**src/hdl/alt_pkg.sv**
```systemverilog
// Shared types, constants and byte-class functions for the array literal tokenizer.
// No dependencies; hdl files but alt_if.sv use scoped names, test files import it.
`default_nettype none
package alt_pkg;

	// parse states
	localparam logic [3:0] ST_BEGIN     = 4'd0;
	localparam logic [3:0] ST_FIRSTVAL  = 4'd1;
	localparam logic [3:0] ST_FINDVAL   = 4'd2;
	localparam logic [3:0] ST_BARE      = 4'd3;
	localparam logic [3:0] ST_QUOTED    = 4'd4;
	localparam logic [3:0] ST_QESC      = 4'd5;
	localparam logic [3:0] ST_FINDCOMMA = 4'd6;
	localparam logic [3:0] ST_FINISH    = 4'd7;
	localparam logic [3:0] ST_ERROR     = 4'd8;

	// error codes
	localparam logic [2:0] ERR_NONE          = 3'd0;
	localparam logic [2:0] ERR_BEFORE_BRACE  = 3'd1;
	localparam logic [2:0] ERR_NESTED        = 3'd2;
	localparam logic [2:0] ERR_EMPTY_ELEM    = 3'd3;
	localparam logic [2:0] ERR_ILLEGAL_START = 3'd4;
	localparam logic [2:0] ERR_BRACE_IN_VAL  = 3'd5;
	localparam logic [2:0] ERR_AFTER_VALUE   = 3'd6;
	localparam logic [2:0] ERR_AFTER_END     = 3'd7;

	// characters
	localparam logic [7:0] CH_LBRACE = 8'h7B;
	localparam logic [7:0] CH_RBRACE = 8'h7D;
	localparam logic [7:0] CH_COMMA  = 8'h2C;
	localparam logic [7:0] CH_BSLASH = 8'h5C;
	localparam logic [7:0] CH_DQUOTE = 8'h22;
	localparam logic [7:0] CH_SQUOTE = 8'h27;
	localparam logic [7:0] CH_SPACE  = 8'd32;

	typedef struct packed {
		logic       is_data;
		logic       elem_begin;
		logic       elem_end;
		logic       closed;
		logic [2:0] error_code;
		logic       done_res;
	} tok_flags_t;

	function automatic logic is_ws(input logic [7:0] c);
		return (c == CH_SPACE) || (c inside {[8'd9:8'd13]});
	endfunction

	function automatic logic bare_start_ok(input logic [7:0] c);
		logic ok;
		ok = 1'b1;
		if (c < CH_SPACE)
			ok = 1'b0;
		if (c == CH_DQUOTE || c == CH_SQUOTE)
			ok = 1'b0;
		if (c == CH_LBRACE || c == CH_RBRACE || c == CH_COMMA)
			ok = 1'b0;
		if (is_ws(c))
			ok = 1'b0;
		return ok;
	endfunction

endpackage
`default_nettype wire

```
**src/hdl/alt_if.sv**
```systemverilog
// Valid/ready stream interfaces: text bytes in, token results out.
// Standalone; no package dependency.
`default_nettype none
interface alt_byte_if;
	logic       valid;
	logic       ready;
	logic [7:0] text_byte;
	logic       last_byte;

	modport source(output valid, text_byte, last_byte, input ready);
	modport sink(input valid, text_byte, last_byte, output ready);
endinterface

interface alt_tok_if #(
	parameter int COUNT_WIDTH = 16
);
	logic                   valid;
	logic                   ready;
	logic [7:0]             data_byte;
	logic                   is_data;
	logic                   elem_begin;
	logic                   elem_end;
	logic [COUNT_WIDTH-1:0] elem_count;
	logic                   closed;
	logic [2:0]             error_code;
	logic                   done_res;

	modport source(output valid, data_byte, is_data, elem_begin, elem_end, elem_count,
		closed, error_code, done_res, input ready);
	modport sink(input valid, data_byte, is_data, elem_begin, elem_end, elem_count,
		closed, error_code, done_res, output ready);
endinterface
`default_nettype wire

```
**src/hdl/array_literal_tokenizer_core.sv**
```systemverilog
// Array literal tokenizer top level: input register, parser, result register.
// Depends on alt_pkg, alt_if.sv and alt_parser.
//
// Takes one byte of a one-level brace array literal per item and returns one result
// per byte. Throughput is one item per clock while tok_out is not stalled. A byte
// accepted into the input register moves into the result register once the output
// is free; its result then shows on tok_out. The rate is set by the parse-state
// register, which updates once per byte as the item moves from the input register
// into the result register. A stalled output holds both registers; the input keeps
// accepting as long as the input register is free or moving.
// last_byte ends a text and returns the parser to its reset state afterwards.
`default_nettype none
module array_literal_tokenizer_core #(
	parameter int COUNT_WIDTH = 16
) (
	input wire logic clk,
	input wire logic arst_n,
	alt_byte_if.sink byte_in,
	alt_tok_if.source tok_out
);
	logic                   valid_s1;
	logic [7:0]             text_byte_s1;
	logic                   last_byte_s1;
	logic                   valid_s2;
	logic [7:0]             data_byte_s2;
	alt_pkg::tok_flags_t    flags_s2;
	logic [COUNT_WIDTH-1:0] elem_count_s2;
	alt_pkg::tok_flags_t    flags;
	logic [COUNT_WIDTH-1:0] elem_count;
	logic                   out_free, step, load;

	assign out_free      = !valid_s2 || tok_out.ready;
	assign step          = valid_s1 && out_free;
	assign byte_in.ready = !valid_s1 || out_free;
	assign load          = byte_in.valid && byte_in.ready;

	alt_parser #(.COUNT_WIDTH(COUNT_WIDTH)) u_parser (
		.clk        (clk),
		.arst_n     (arst_n),
		.step       (step),
		.text_byte  (text_byte_s1),
		.last_byte  (last_byte_s1),
		.flags      (flags),
		.elem_count (elem_count)
	);

	always_ff @(posedge clk or negedge arst_n) begin
		if (!arst_n) begin
			valid_s1 <= 1'b0;
			valid_s2 <= 1'b0;
		end else begin
			if (load)
				valid_s1 <= 1'b1;
			else if (step)
				valid_s1 <= 1'b0;
			if (step)
				valid_s2 <= 1'b1;
			else if (tok_out.ready)
				valid_s2 <= 1'b0;
		end
	end

	always_ff @(posedge clk) begin
		if (load) begin
			text_byte_s1 <= byte_in.text_byte;
			last_byte_s1 <= byte_in.last_byte;
		end
		if (step) begin
			data_byte_s2  <= text_byte_s1;
			flags_s2      <= flags;
			elem_count_s2 <= elem_count;
		end
	end

	assign tok_out.valid      = valid_s2;
	assign tok_out.data_byte  = data_byte_s2;
	assign tok_out.is_data    = flags_s2.is_data;
	assign tok_out.elem_begin = flags_s2.elem_begin;
	assign tok_out.elem_end   = flags_s2.elem_end;
	assign tok_out.elem_count = elem_count_s2;
	assign tok_out.closed     = flags_s2.closed;
	assign tok_out.error_code = flags_s2.error_code;
	assign tok_out.done_res   = flags_s2.done_res;
endmodule
`default_nettype wire

```
**src/hdl/alt_parser.sv**
```systemverilog
// Parse-state machine: per-byte decode, first-error latch and saturating element counter.
// Depends on alt_pkg.
`default_nettype none
module alt_parser #(
	parameter int COUNT_WIDTH = 16
) (
	input  wire logic                   clk,
	input  wire logic                   arst_n,
	input  wire logic                   step,
	input  wire logic [7:0]             text_byte,
	input  wire logic                   last_byte,
	output      alt_pkg::tok_flags_t    flags,
	output      logic [COUNT_WIDTH-1:0] elem_count
);
	logic [3:0]             state_q, state_n;
	logic [2:0]             err_q, err_n;
	logic [COUNT_WIDTH-1:0] cnt_q, cnt_n;
	logic                   data, elem_open, elem_close, raise;
	logic [2:0]             raise_code;

	always_comb begin
		state_n    = state_q;
		data       = 1'b0;
		elem_open  = 1'b0;
		elem_close = 1'b0;
		raise      = 1'b0;
		raise_code = alt_pkg::ERR_NONE;
		case (state_q)
			alt_pkg::ST_BEGIN: begin
				if (text_byte == alt_pkg::CH_LBRACE)
					state_n = alt_pkg::ST_FIRSTVAL;
				else if (!alt_pkg::is_ws(text_byte)) begin
					raise      = 1'b1;
					raise_code = alt_pkg::ERR_BEFORE_BRACE;
				end
			end
			alt_pkg::ST_FIRSTVAL, alt_pkg::ST_FINDVAL: begin
				if (text_byte == alt_pkg::CH_LBRACE) begin
					raise      = 1'b1;
					raise_code = alt_pkg::ERR_NESTED;
				end else if (text_byte == alt_pkg::CH_DQUOTE) begin
					elem_open = 1'b1;
					state_n   = alt_pkg::ST_QUOTED;
				end else if (alt_pkg::bare_start_ok(text_byte)) begin
					elem_open = 1'b1;
					data      = 1'b1;
					state_n   = alt_pkg::ST_BARE;
				end else if (text_byte == alt_pkg::CH_RBRACE) begin
					// empty braces are fine, a trailing comma is not
					if (state_q == alt_pkg::ST_FIRSTVAL)
						state_n = alt_pkg::ST_FINISH;
					else begin
						raise      = 1'b1;
						raise_code = alt_pkg::ERR_EMPTY_ELEM;
					end
				end else if (text_byte == alt_pkg::CH_COMMA) begin
					raise      = 1'b1;
					raise_code = alt_pkg::ERR_EMPTY_ELEM;
				end else if (!alt_pkg::is_ws(text_byte)) begin
					raise      = 1'b1;
					raise_code = alt_pkg::ERR_ILLEGAL_START;
				end
			end
			alt_pkg::ST_BARE: begin
				if (text_byte == alt_pkg::CH_LBRACE) begin
					elem_close = 1'b1;
					raise      = 1'b1;
					raise_code = alt_pkg::ERR_BRACE_IN_VAL;
				end else if (text_byte == alt_pkg::CH_RBRACE) begin
					elem_close = 1'b1;
					state_n    = alt_pkg::ST_FINISH;
				end else if (text_byte == alt_pkg::CH_COMMA) begin
					elem_close = 1'b1;
					state_n    = alt_pkg::ST_FINDVAL;
				end else if (alt_pkg::is_ws(text_byte)) begin
					elem_close = 1'b1;
					state_n    = alt_pkg::ST_FINDCOMMA;
				end else
					data = 1'b1;
			end
			alt_pkg::ST_QUOTED: begin
				if (text_byte == alt_pkg::CH_DQUOTE) begin
					elem_close = 1'b1;
					state_n    = alt_pkg::ST_FINDCOMMA;
				end else begin
					data = 1'b1;
					if (text_byte == alt_pkg::CH_BSLASH)
						state_n = alt_pkg::ST_QESC;
				end
			end
			alt_pkg::ST_QESC: begin
				data    = 1'b1;
				state_n = alt_pkg::ST_QUOTED;
			end
			alt_pkg::ST_FINDCOMMA: begin
				if (text_byte == alt_pkg::CH_COMMA)
					state_n = alt_pkg::ST_FINDVAL;
				else if (text_byte == alt_pkg::CH_RBRACE)
					state_n = alt_pkg::ST_FINISH;
				else if (!alt_pkg::is_ws(text_byte)) begin
					raise      = 1'b1;
					raise_code = alt_pkg::ERR_AFTER_VALUE;
				end
			end
			alt_pkg::ST_FINISH: begin
				if (!alt_pkg::is_ws(text_byte)) begin
					raise      = 1'b1;
					raise_code = alt_pkg::ERR_AFTER_END;
				end
			end
			default: ;
		endcase

		if (raise)
			state_n = alt_pkg::ST_ERROR;
		err_n = (raise && err_q == alt_pkg::ERR_NONE) ? raise_code : err_q;
		cnt_n = (elem_open && !(&cnt_q)) ? cnt_q + 1'b1 : cnt_q;

		// an element still open on the last byte ends there
		if (last_byte && (state_n == alt_pkg::ST_BARE || state_n == alt_pkg::ST_QUOTED
				|| state_n == alt_pkg::ST_QESC))
			elem_close = 1'b1;

		flags.is_data    = data;
		flags.elem_begin = elem_open;
		flags.elem_end   = elem_close;
		flags.closed     = (state_n == alt_pkg::ST_FINISH) && (err_n == alt_pkg::ERR_NONE);
		flags.error_code = err_n;
		flags.done_res   = last_byte;
		elem_count       = cnt_n;
	end

	always_ff @(posedge clk or negedge arst_n) begin
		if (!arst_n) begin
			state_q <= alt_pkg::ST_BEGIN;
			err_q   <= alt_pkg::ERR_NONE;
			cnt_q   <= '0;
		end else if (step) begin
			// the last byte returns the parser to its reset state
			if (last_byte) begin
				state_q <= alt_pkg::ST_BEGIN;
				err_q   <= alt_pkg::ERR_NONE;
				cnt_q   <= '0;
			end else begin
				state_q <= state_n;
				err_q   <= err_n;
				cnt_q   <= cnt_n;
			end
		end
	end
endmodule
`default_nettype wire

```
**src/flat_wrapper.sv**
```systemverilog
// flat-port wrapper written by rule: the top's interface ports become plain ports
module array_literal_tokenizer_core_flat 
#(
	parameter int COUNT_WIDTH = 16
)
  (clk, arst_n, byte_in_valid, byte_in_text_byte, byte_in_last_byte, byte_in_ready, tok_out_valid, tok_out_data_byte, tok_out_is_data, tok_out_elem_begin, tok_out_elem_end, tok_out_elem_count, tok_out_closed, tok_out_error_code, tok_out_done_res, tok_out_ready);
  alt_byte_if byte_in_i ();
  alt_tok_if #(.COUNT_WIDTH(COUNT_WIDTH)) tok_out_i ();
  input wire logic clk;
  input wire logic arst_n;
  input wire logic [$bits(byte_in_i.valid)-1:0] byte_in_valid;
  input wire logic [$bits(byte_in_i.text_byte)-1:0] byte_in_text_byte;
  input wire logic [$bits(byte_in_i.last_byte)-1:0] byte_in_last_byte;
  output wire logic [$bits(byte_in_i.ready)-1:0] byte_in_ready;
  output wire logic [$bits(tok_out_i.valid)-1:0] tok_out_valid;
  output wire logic [$bits(tok_out_i.data_byte)-1:0] tok_out_data_byte;
  output wire logic [$bits(tok_out_i.is_data)-1:0] tok_out_is_data;
  output wire logic [$bits(tok_out_i.elem_begin)-1:0] tok_out_elem_begin;
  output wire logic [$bits(tok_out_i.elem_end)-1:0] tok_out_elem_end;
  output wire logic [$bits(tok_out_i.elem_count)-1:0] tok_out_elem_count;
  output wire logic [$bits(tok_out_i.closed)-1:0] tok_out_closed;
  output wire logic [$bits(tok_out_i.error_code)-1:0] tok_out_error_code;
  output wire logic [$bits(tok_out_i.done_res)-1:0] tok_out_done_res;
  input wire logic [$bits(tok_out_i.ready)-1:0] tok_out_ready;
  assign byte_in_i.valid = byte_in_valid;
  assign byte_in_i.text_byte = byte_in_text_byte;
  assign byte_in_i.last_byte = byte_in_last_byte;
  assign byte_in_ready = byte_in_i.ready;
  assign tok_out_valid = tok_out_i.valid;
  assign tok_out_data_byte = tok_out_i.data_byte;
  assign tok_out_is_data = tok_out_i.is_data;
  assign tok_out_elem_begin = tok_out_i.elem_begin;
  assign tok_out_elem_end = tok_out_i.elem_end;
  assign tok_out_elem_count = tok_out_i.elem_count;
  assign tok_out_closed = tok_out_i.closed;
  assign tok_out_error_code = tok_out_i.error_code;
  assign tok_out_done_res = tok_out_i.done_res;
  assign tok_out_i.ready = tok_out_ready;
  array_literal_tokenizer_core #(.COUNT_WIDTH(COUNT_WIDTH)) u_core (.clk(clk), .arst_n(arst_n), .byte_in(byte_in_i), .tok_out(tok_out_i));
endmodule
```
**config.mk**
```make
export PLATFORM = sky130hd
export DESIGN_NAME = array_literal_tokenizer_core_flat
export DESIGN_NICKNAME = d
export VERILOG_FILES = /design/src/hdl/alt_pkg.sv /design/src/hdl/alt_if.sv /design/src/hdl/array_literal_tokenizer_core.sv /design/src/hdl/alt_parser.sv /design/src/flat_wrapper.sv
export SDC_FILE = /design/constraint.sdc
export NUM_CORES = 1
export LEC_CHECK = 0
export ABC_AREA = 0
export BUFFER_PORTS_ARGS = -buffer_cell sky130_fd_sc_hd__buf_4
export CORE_MARGIN = 1
export CORE_UTILIZATION = 58
export DETAILED_ROUTE_END_ITERATION = 6
export PLACE_DENSITY_LB_ADDON = 0.12
export SLEW_MARGIN = 25
export SYNTH_ARGS = -nofsm -noshare
export SYNTH_HDL_FRONTEND = slang
export SYNTH_HIERARCHICAL = 1
export SYNTH_SLANG_ARGS = --single-unit
```
**constraint.sdc**
```tcl
create_clock -name clk -period 3.07 [get_ports clk]
set_input_delay 0.7675 -clock clk [delete_from_list [all_inputs] [get_ports clk]]
set_output_delay 0.7675 -clock clk [all_outputs]
set_load 0.02 [all_outputs]
```
# Yosys cells after proc, flatten, opt, wreduce, memory -nomap -nowiden
# Index checks and enable logic that the tools add are counted.
totals:
  inputBits: 13
  output_inout_bits: 34
  word_cells: 138
  regBits: 66
op_classes:
  n_addsub: 1
  eq_ne: 18
  muxes: 76
  reduce_logical: 25
  n_lt_le_gt_ge: 3
ops:
  columns: ["operator", "n"]
  rows:
  - ["two-way mux 4 bit", 16]
  - ["two-way mux 1 bit", 39]
  - ["two-way mux 3 bit", 13]
  - ["== test 8 x 6 -> 1 bit (second input constant)", 4]
  - ["two-way mux 16 bit", 2]
  - ["== test 4 x 3 -> 1 bit (second input constant)", 7]
  - ["== test 8 x 7 -> 1 bit (second input constant)", 3]
  - ["one-hot mux 4 bit (6 select lines)", 1]
  - ["adder 16 x 1 -> 16 bit (second input constant)", 1]
  - ["AND reduction 16 bit", 1]
  - ["one-hot mux 3 bit (5 select lines)", 1]
  - ["== test 4 x 2 -> 1 bit (second input constant)", 3]
  - ["greater-or-equal comparator 8 x 4 -> 1 bit (second input constant)", 1]
  - ["less-or-equal comparator 8 x 4 -> 1 bit (second input constant)", 1]
  - ["logical OR 1 bit", 8]
  - ["< comparator 8 x 6 -> 1 bit (second input constant)", 1]
  - ["logical AND 1 bit", 7]
  - ["logical NOT 3 bit", 2]
  - ["one-hot mux 1 bit (5 select lines)", 1]
  - ["== test 4 x 1 -> 1 bit (second input constant)", 1]
  - ["logical NOT 4 bit", 1]
  - ["one-hot mux 1 bit (4 select lines)", 1]
  - ["nonzero test 2 bit", 2]
  - ["logical NOT 1 bit", 3]
  - ["other kinds (3)", 3]

# Longest topological paths before layout
# Gate-level depths: netlist of run 1.
logic_depth:
  ltp_word: 17
  depth_mapped: 10
  ltp_nobuf: 8

# Cells and area by module
# Netlist of run 1, hierarchy kept.
by_module_without_submodules:
  columns: ["mod", "instances", "seq_area_each_um2", "area_per_inst_um2", "cells_per_inst"]
  rows:
  - ["alt_parser", 1, 575.6, 2200.9, 263]
  - ["array_literal_tokenizer_core", 1, 1281.2, 1335.0, 49]

# Worst setup path before layout of run 1
# Ideal clock, no wire load.
synth_path:
  path_kind: "input to register"
  startpoint: "input tok_out_ready"
  endpoint: "register u_core.u_parser.cnt_q[14]"
  arrival_ns: 2.687
  path_slack_ns: 0.257
  n_path_buf: 2
  t_required_ns: 2.944
  stages: 6
  setup_time_ns: 0.126
  path_cell_list: "nand2b_1 and2_1 clkbuf_1 inv_1 clkbuf_1 a221o_1"
synth_via:
  elab_chain_cells: 2
synth_lines:
  columns: ["item", "line_no", "rtl"]
  rows:
  - ["from (decl)", "flat_wrapper.sv:24", "input wire logic [$bits(tok_out_i.ready)-1:0] tok_out_ready;"]
  - ["logical OR 1 bit", "array_literal_tokenizer_core.sv:32", "assign out_free = !valid_s2 || tok_out.ready;"]
  - ["logical AND 1 bit", "array_literal_tokenizer_core.sv:33", "assign step = valid_s1 && out_free;"]
  - ["named net u_core.step", "array_literal_tokenizer_core.sv:30", "logic out_free, step, load;"]
  - ["to (signal assigned)", "alt_parser.sv:147", "cnt_q <= cnt_n;"]
  - ["to (decl)", "alt_parser.sv:17", "logic [COUNT_WIDTH-1:0] cnt_q, cnt_n;"]
# The timed path passes the listed nets, and every way through them passes these cells.
# A chain may end at the register's enable or synchronous reset.

# Worst setup path after layout of run 1
layout_path:
  startpoint: "register u_core.text_byte_s1[4]"
  endpoint: "register u_core.flags_s2, in the netlist u_core/tok_out.elem_end (data pin)"
layout_via:
  elab_chain_cells: 17
  word_cells_on_any_way: 60
  cone_classes: "order compare: 3; eq/ne: 10; mux: 39; reduce/logical: 8"
layout_lines:
  columns: ["item", "line_no", "rtl"]
  rows:
  - ["from (decl)", "array_literal_tokenizer_core.sv:22", "logic [7:0] text_byte_s1;"]
  - ["from (signal assigned)", "array_literal_tokenizer_core.sv:65", "text_byte_s1 <= byte_in.text_byte;"]
  - ["< comparator 8 x 6 -> 1 bit, or another cell as far along", "alt_pkg.sv:52", "if (c < CH_SPACE)"]
  - ["two-way mux 1 bit, or another cell as far along", "alt_pkg.sv:52", null]
  - ["two-way mux 1 bit / logical OR 1 bit (equally long branches)", "alt_pkg.sv:54, alt_pkg.sv:56", null]
  - ["two-way mux 1 bit", "alt_pkg.sv:56", "if (c == CH_LBRACE || c == CH_RBRACE || c == CH_COMMA)"]
  - ["two-way mux 1 bit", "alt_pkg.sv:58", "if (is_ws(c))"]
  - ["two-way mux 1 bit", "alt_parser.sv:41", "end else if (text_byte == alt_pkg::CH_DQUOTE) begin"]
  - ["two-way mux 1 bit", "alt_parser.sv:38", "if (text_byte == alt_pkg::CH_LBRACE) begin"]
  - ["two-way mux 1 bit", "alt_parser.sv:28", "case (state_q)"]
  - ["two-way mux 4 bit / two-way mux 1 bit (equally long branches)", "alt_parser.sv:44", "end else if (alt_pkg::bare_start_ok(text_byte)) begin"]
  - ["two-way mux 4 bit / two-way mux 1 bit (equally long branches)", "alt_parser.sv:41", null]
  - ["two-way mux 4 bit / two-way mux 1 bit (equally long branches)", "alt_parser.sv:38", null]
  - ["one-hot mux 4 bit (6 select lines) / one-hot mux 1 bit (5 select lines) (equally long branches)", "alt_parser.sv:28", null]
  - ["two-way mux 4 bit", "alt_parser.sv:114", "if (raise)"]
  - ["== test 4 x 2 -> 1 bit / == test 4 x 3 -> 1 bit (equally long branches)", "alt_parser.sv:120", "if (last_byte && (state_n == alt_pkg::ST_BARE || state_n == alt_pkg::ST_QUOTED"]
  - ["logical OR 1 bit", "alt_parser.sv:120", null]
  - ["logical OR 1 bit", "alt_parser.sv:121", "|| state_n == alt_pkg::ST_QESC))"]
  - ["logical AND 1 bit", "alt_parser.sv:120", null]
  - ["to (signal assigned)", "array_literal_tokenizer_core.sv:70", "flags_s2 <= flags;"]
  - ["to (decl)", "array_literal_tokenizer_core.sv:26", "alt_pkg::tok_flags_t flags_s2;"]
# Several ways; a longest one is shown, not always the timed one. The select of a mux whose other input is x is not followed.

==> results of run 1 <==
==> metal layers <==
| layer | vias to the layer above | GRT usage, % | part of all wire, % |
|---|---|---|---|
| met5 | - | 0 | 0 |
| met4 | 0 | 10.4 | 1.4 |
| met3 | 9 | 5.11 | 4.9 |
| met2 | 90 | 39.3 | 47 |
| met1 | 1302 | 34.4 | 47 |
| li1 | 1267 | - | - |
==> flip-flops by register name, indices dropped and copies added, names as in the netlist <==
name / count
u_core/valid_s1: 1
u_core/tok_out.error_code: 3
u_core/tok_out.is_data: 1
u_core/tok_out.elem_begin: 1
u_core/tok_out.elem_count: 16
u_core/last_byte_s1: 1
u_core/u_parser/state_q: 4
u_core/tok_out.closed: 1
u_core/tok_out.done_res: 1
u_core/tok_out.data_byte: 8
u_core/text_byte_s1: 8
u_core/u_parser/cnt_q: 16
u_core/u_parser/err_q: 3
u_core/tok_out.elem_end: 1
u_core/tok_out.valid: 1
==> how the worst min path moves through the flow <==
stage | cells past startpoint | to
after global routing | 1 | u_core/u_parser/state_q[2]$_DFFE_PN0P_
after detailed placement | 1 | u_core/tok_out.valid$_DFFE_PN0P_
final | 1 | u_core/u_parser/err_q[2]$_DFFE_PN0P_
after global placement | 1 | u_core/tok_out.valid$_DFFE_PN0P_
after floorplan | 0 | u_core/tok_out.data_byte[2]$_DFFE_PP_
after CTS | 1 | u_core/u_parser/cnt_q[1]$_DFFE_PN0P_
==> kinds of logic after synthesis <==
group | share of synthesized area (%)
simple gates | 23.5
compound gates | 15.0
flops | 52.5
buf+inv | 3.50
xor+xnor | 3.72
mux | 1.13
fa+ha+maj | 0.637
==> power by group <==
part | switching, W | internal, W | leakage (nW) | total, W
Sequential | 0.0000737 | 0.00104 | 0.738 | 0.00111
Clock | 0.000312 | 0.000412 | 0.102 | 0.000725
Combinational | 0.000235 | 0.000166 | 0.755 | 0.000401
==> metrics by stage <==
stage | util [%] | total power (W) | std cells | worst slack [ps] | hold slack [ps]
after floorplan | - | 0.00138 | 312 | 257 | 421
after global placement | 66.6 | 0.00152 | 419 | 498 | 540
after detailed placement | 66.6 | 0.00153 | 419 | 315 | 547
after CTS | 69.9 | 0.00225 | 434 | 308 | 335
after global routing | 69.9 | 0.00233 | 434 | 65.1 | 339
final | 69.9 | 0.00224 | 434 | 224 | 331
==> placed cells by master, fill, tap and decap left out, types with 5 or more instances in the layout <==
master / instances
a221o_1: 11
nor2b_1: 10
inv_1: 6
nand2_2: 5
nor2_1: 25
a21oi_1: 9
nor3_1: 11
nand3_1: 10
dfrtp_1: 25
nand4_1: 6
o21a_1: 5
edfxtp_1: 41
clkbuf_8: 11
buf_4: 52
nand2b_1: 9
nand2_1: 14
nand4b_1: 5
xnor2_1: 11
==> area by class of cell <==
type	count	share of cell area [%]
inverter	6	0.547
multi-input combinational	220	37.8
clock inverter	3	0.973
timing repair buffer	52	9.49
clock buffer	12	3.77
tap	75	2.28
sequential	66	45.1
==> impl_metrics.py, run 1 <==
metrics = {
    "placement": {
        "dpl_cell_area_um2": 3920,
        "io_buffers": 46,
        "dp_hpwl_um": 5200,
        "place.gp.congestion": 0.945,
    },
    "timing": {
        "tns_ps": 0,
        "skew_ps": 12.8,
        "slew-limit-headroom_pct": 43.7,
        "rsz0062_at_grt": "false",
        "fmax_ghz": 0.351,
        "fin_crit_sh_pct": 92.7,
        "setup_viol": 0,
        "hold_violations": 0,
        "drv_slew": 0,
        "fin_crit_ps": 2850,
        "worstMarginPinSlew_ps": 844,
    },
    "finish": {
        "final_nets": 369,
        "diodes": 0,
        "multi_input_area_um2": 1560,
        "regArea_um2": 1860,
        "n_fill_cell": 421,
        "drive_gt1_share_pct": 24.8,
        "final_area_um2": 4120,
        "area_growth_pct": 16.4,
    },
    "floorplanning": {
        "die_x_um": 80.1,
        "core-area_um2": 5890,
        "core.rowCount": 28,
        "start_util_pct": 60.1,
        "dieHeight_um": 80.1,
        "dieArea_um2": 6410,
        "top_level_ports": 47,
    },
    "clock_network": {
        "cts_buffers": 9,
        "clk_path_buf_depth": 2,
        "htree_levels": 3,
        "cts_setup_buffers": 0,
        "cts_hold_buf": 0,
        "path_clk_slew_ps": 70,
        "cts_sinks": 66,
        "clock-root-buffer": "clkbuf_8",
        "clk_latency_ps": 340,
        "cts_tree": "done",
        "post_cts_resized": 0,
    },
    "route": {
        "drt_iter0_drc": 146,
        "route.detailed.drc": 0,
        "detail_route.first_pass.iterations": 5,
        "antenna_left": 0,
        "wl_per_cell_um": 17.3,
        "routed_wl_um": 7500,
        "viasPerCell": 6.15,
        "vias": 2668,
    },
    "global_routing": {
        "gr-total-overflow": 0,
        "antenna_found_initial": 0,
        "grt_pass1_wl_um": 12000,
        "grt_pass1_vias": 2461,
        "grt_max_degree": 31,
        "grt_usage_pct": 25.2,
    },
    "worst_setup_path": {
        "cp_num_buf_inv": 0,
        "crit_slowest_cell": "nor4_1",
        "worst_setup_path_start_kind": "register",
        "slowest_delay_ps": 510,
        "r2r_start": "u_core/text_byte_s1[4]$_DFFE_PP_",
        "critPathTopFamily": "simple AND/OR/NAND/NOR gates",
        "crit_arrival_ps": 3030,
        "r2r_end": "u_core/tok_out.elem_end$_DFFE_PP_",
        "endpoint_kind": "register",
        "r2r_cells": 7,
        "crit_fanout": 8,
        "path_depth": 7,
        "critPathLaunch": "u_core/text_byte_s1[4]$_DFFE_PP_",
        "cp_cell_sequence": "or3_1 > nor4_1 > nor2_1 > a32oi_1 > o211ai_1 > nor3b_1 > a2bb2oi_1",
        "path_class": "reg2reg",
        "r2r_setup_slack_ps": 220,
        "crit_required_ps": 3260,
        "endpoint": "u_core/tok_out.elem_end$_DFFE_PP_",
    },
    "logic_synthesis": {
        "synth_edf_count": 41,
        "yosys_warnings": 6,
        "synth_top_area_share_pct": 34.8,
        "synth_ff_type": "edfxtp_1",
        "synth_area_leaders": "edfxtp_1, dfrtp_1, a221o_1",
        "yosysMostFrequentCell": "edfxtp_1",
        "ys_seq_elements": 66,
        "ys_seq_area_share_pct": 52.5,
        "synthTopCellsByCount": "edfxtp_1, dfrtp_1, nor2_1, nand2_1",
        "synthCells": 312,
        "synth_cell_type_count": 67,
        "yosysTopAreaCell": "edfxtp_1",
        "syn_area_per_cell_um2": 11.3,
        "synth_area_um2": 3540,
        "async_reset_ff_share_pct": 37.9,
        "synth_nets": 326,
    },
    "power_and_ir_drop": {
        "p_leak_nw": 1.60,
        "power_density_nw_per_um2": 544,
        "vdd_ir_drop_max_uv": 375,
    },
    "min_path": {
        "hold_path_class": "in2async",
    },
    "run_status": {
        "status": "completed",
    },
    "run": {
        "drv_cap": 0,
    },
}
Power figures use the tool's default switching activity.
==> run 2: changes to the inputs <==
--- a/config.mk
+++ b/config.mk
@@ -5,7 +5,7 @@
 export SDC_FILE = /design/constraint.sdc
 export NUM_CORES = 1
 export LEC_CHECK = 0
-export ABC_AREA = 0
+export ABC_AREA = 1
 export BUFFER_PORTS_ARGS = -buffer_cell sky130_fd_sc_hd__buf_4
 export CORE_MARGIN = 1
 export CORE_UTILIZATION = 58
==> run 2 against run 1 <==
  * Worst setup slack improved by 440 ps
  * Core utilization up 0.85 points
  * Synthesized cell count is 32% higher
  * Largest power group unchanged
==> impl_metrics.py, run 2 <==
metrics = {
    "timing": {
        "setup_viol": 0,
        "worstMarginPinSlew_ps": 659,
        "hold_violations": 0,
        "skew_ps": 9.77,
        "fin_crit_ps": 2410,
        "fmax_ghz": 0.415,
        "tns_ps": 0,
        "rsz0062_at_grt": "false",
        "fin_crit_sh_pct": 78.5,
        "layout_setup_ws_ps": 660,
        "slew-limit-headroom_pct": 55.8,
        "drv_slew": 0,
    },
    "global_routing": {
        "gr-total-overflow": 0,
        "grt_max_degree": 50,
        "antenna_found_initial": 0,
        "grt_usage_pct": 26.5,
        "grt_pass1_wl_um": 12900,
        "grt_pass1_vias": 2955,
    },
    "run_status": {
        "status": "completed",
    },
    "logic_synthesis": {
        "yosysMostFrequentCell": "nand2_1",
        "synth_cell_type_count": 36,
        "synth_area_leaders": "edfxtp_1, dfrtp_1, nand2_1",
        "synthCells": 411,
        "synth_top_area_share_pct": 34.4,
        "synth_area_um2": 3580,
        "synth_nets": 425,
        "synth_edf_count": 41,
        "yosysTopAreaCell": "edfxtp_1",
        "synthTopCellsByCount": "nand2_1, inv_1, nor2_1, edfxtp_1, dfrtp_1",
        "yosys_warnings": 6,
        "ys_seq_area_share_pct": 51.9,
        "synth_ff_type": "edfxtp_1",
        "ys_seq_elements": 66,
        "syn_area_per_cell_um2": 8.70,
        "async_reset_ff_share_pct": 37.9,
    },
    "worst_setup_path": {
        "crit_fanout": 23,
        "worst_setup_path_start_kind": "register",
        "path_class": "reg2reg",
        "crit_required_ps": 3160,
        "endpoint_kind": "register",
        "crit_arrival_ps": 2500,
    },
    "route": {
        "vias": 3009,
        "antenna_left": 0,
        "routed_wl_um": 7750,
        "drt_iter0_drc": 212,
        "route.detailed.drc": 0,
        "wl_per_cell_um": 14.3,
        "viasPerCell": 5.54,
        "detail_route.first_pass.iterations": 5,
    },
    "clock_network": {
        "post_cts_resized": 0,
        "htree_levels": 3,
        "clock-root-buffer": "clkbuf_8",
        "path_clk_slew_ps": 80,
        "cts_hold_buf": 0,
        "cts_buffers": 9,
        "cts_setup_buffers": 0,
        "cts_sinks": 66,
        "clk_latency_ps": 340,
        "cts_tree": "done",
        "clk_path_buf_depth": 2,
    },
    "power_and_ir_drop": {
        "vdd_ir_drop_max_uv": 591,
        "switching_power_w": 0.000737,
        "p_int_w": 0.00161,
        "pwr-share-clk_pct": 31.4,
        "power_density_nw_per_um2": 559,
        "seq_power_share_pct": 47.5,
        "p_leak_nw": 1.98,
        "swShare_pct": 31.4,
        "p_comb_share_pct": 21.1,
        "fin_total_pwr_w": 0.00234,
    },
    "finish": {
        "area_growth_pct": 17.1,
        "final_cell_mix": "nand2_1, inv_1, buf_4",
        "drive_gt1_share_pct": 23.3,
        "mostFrequentLayoutCell": "nand2_1",
        "fin_cells": 543,
        "final_nets": 477,
        "fin_util_pct": 70.8,
        "diodes": 0,
    },
    "placement": {
        "place_ws_ps": 282,
        "place.gp.congestion": 1.02,
        "io_buffers": 46,
        "dp_hpwl_um": 5420,
        "dp_cells": 527,
    },
    "floorplanning": {
        "core-area_um2": 5920,
        "core.rowCount": 28,
        "dieHeight_um": 80.5,
        "die_x_um": 80.5,
        "top_level_ports": 47,
        "start_util_pct": 60.4,
        "dieArea_um2": 6490,
    },
    "min_path": {
        "hold_path_class": "in2async",
    },
    "run": {
        "drv_cap": 0,
    },
}
==> run 2: cell types whose count changed in the layout (fill, tap and decap cells not counted), sizes merged, moves of 6 or more <==
cell    delta
a221o     -11
inv       +67
nand2     +89
nand2b     -9
nand3     +15
nor2      +21
nor2b     -10
nor3       -8
o21ai     +20
o22ai     +11
xnor2     -11
xor2       +6
==> run 2: path summary, 6_finish.rpt <==
kind                            cells past startpoint                             start                                 endpoint  slack (ps)
worst max-delay path                               11  u_core/text_byte_s1[3]$_DFFE_PP_  u_core/tok_out.elem_count[10]$_DFFE_PP_         660
worst min register to register                      0  u_core/text_byte_s1[7]$_DFFE_PP_    u_core/tok_out.data_byte[7]$_DFFE_PP_         520
min in group clk                                    0  u_core/text_byte_s1[7]$_DFFE_PP_    u_core/tok_out.data_byte[7]$_DFFE_PP_         520
worst max register to register                     11  u_core/text_byte_s1[3]$_DFFE_PP_  u_core/tok_out.elem_count[10]$_DFFE_PP_         660
worst min-delay path                                1                            arst_n     u_core/u_parser/cnt_q[3]$_DFFE_PN0P_         330
max in group asynchronous                           1                            arst_n   u_core/u_parser/state_q[2]$_DFFE_PN0P_        2470
==> run 2: area by class of cell <==
class | instances | area [µm²]
clock buffer | 9 | 124
clock inverter | 7 | 76.3
fill | 472 | 1730
inverter | 72 | 270
multi-input combinational | 263 | 1390
sequential | 66 | 1860
tap | 75 | 93.8
timing repair buffer | 51 | 383
==> run 2: routing by layer <==
| metal | vias up | wire, µm | global-route usage, % |
|---|---|---|---|
| met3 | 17 | 426 | 6.25 |
| met2 | 119 | 3990 | 48.2 |
| li1 | 1455 | - | - |
| met4 | 0 | 110 | 8.93 |
| met1 | 1418 | 3220 | 30.1 |
| met5 | - | 0 | 0 |
==> run 2: kinds of logic (layout without fill, tap and decap cells) <==
group                    Yosys count  after routing  synth area share, %
AND/OR/NAND/NOR                  200            200                 25.3
buffers and inverters             82            139                 9.69
AO/OA/AOI/OAI                     52             52                 10.3
adder cells (fa/ha/maj)            1              1                0.350
XOR/XNOR                          10             10                 2.45
flip-flops                        66             66                 51.9
==> run 2: per-stage QoR <==
stage | hold slack, ps | area (µm²)
finish | 329 | 4190
global route | 334 | 4190
CTS | 322 | 4190
detailed placement | 510 | 3990
global placement | 494 | 3990
floorplan | 472 | 3590
==> run 2: critical path, cell delays in order (launching register included) <==
cell      delay [ps]
edfxtp_1         490
nand2_2          160
nor2_1            60
nand2_1          170
nand2_1           90
nor2_2           130
nand3_4          130
nand2_1           70
and3_2           550
nand2_1          130
o21ai_2          110
inv_1             70
==> run 2: power by group through the flow <==
stage / registers [W] / clock network, W / logic [W]
finish: 0.00111 / 0.000736 / 0.000495
global placement: 0.00113 / 0 / 0.000480
CTS: 0.00111 / 0.000753 / 0.000493
global route: 0.00112 / 0.000785 / 0.000544
floorplan: 0.00118 / 0 / 0.000276
detailed placement: 0.00113 / 0 / 0.000489
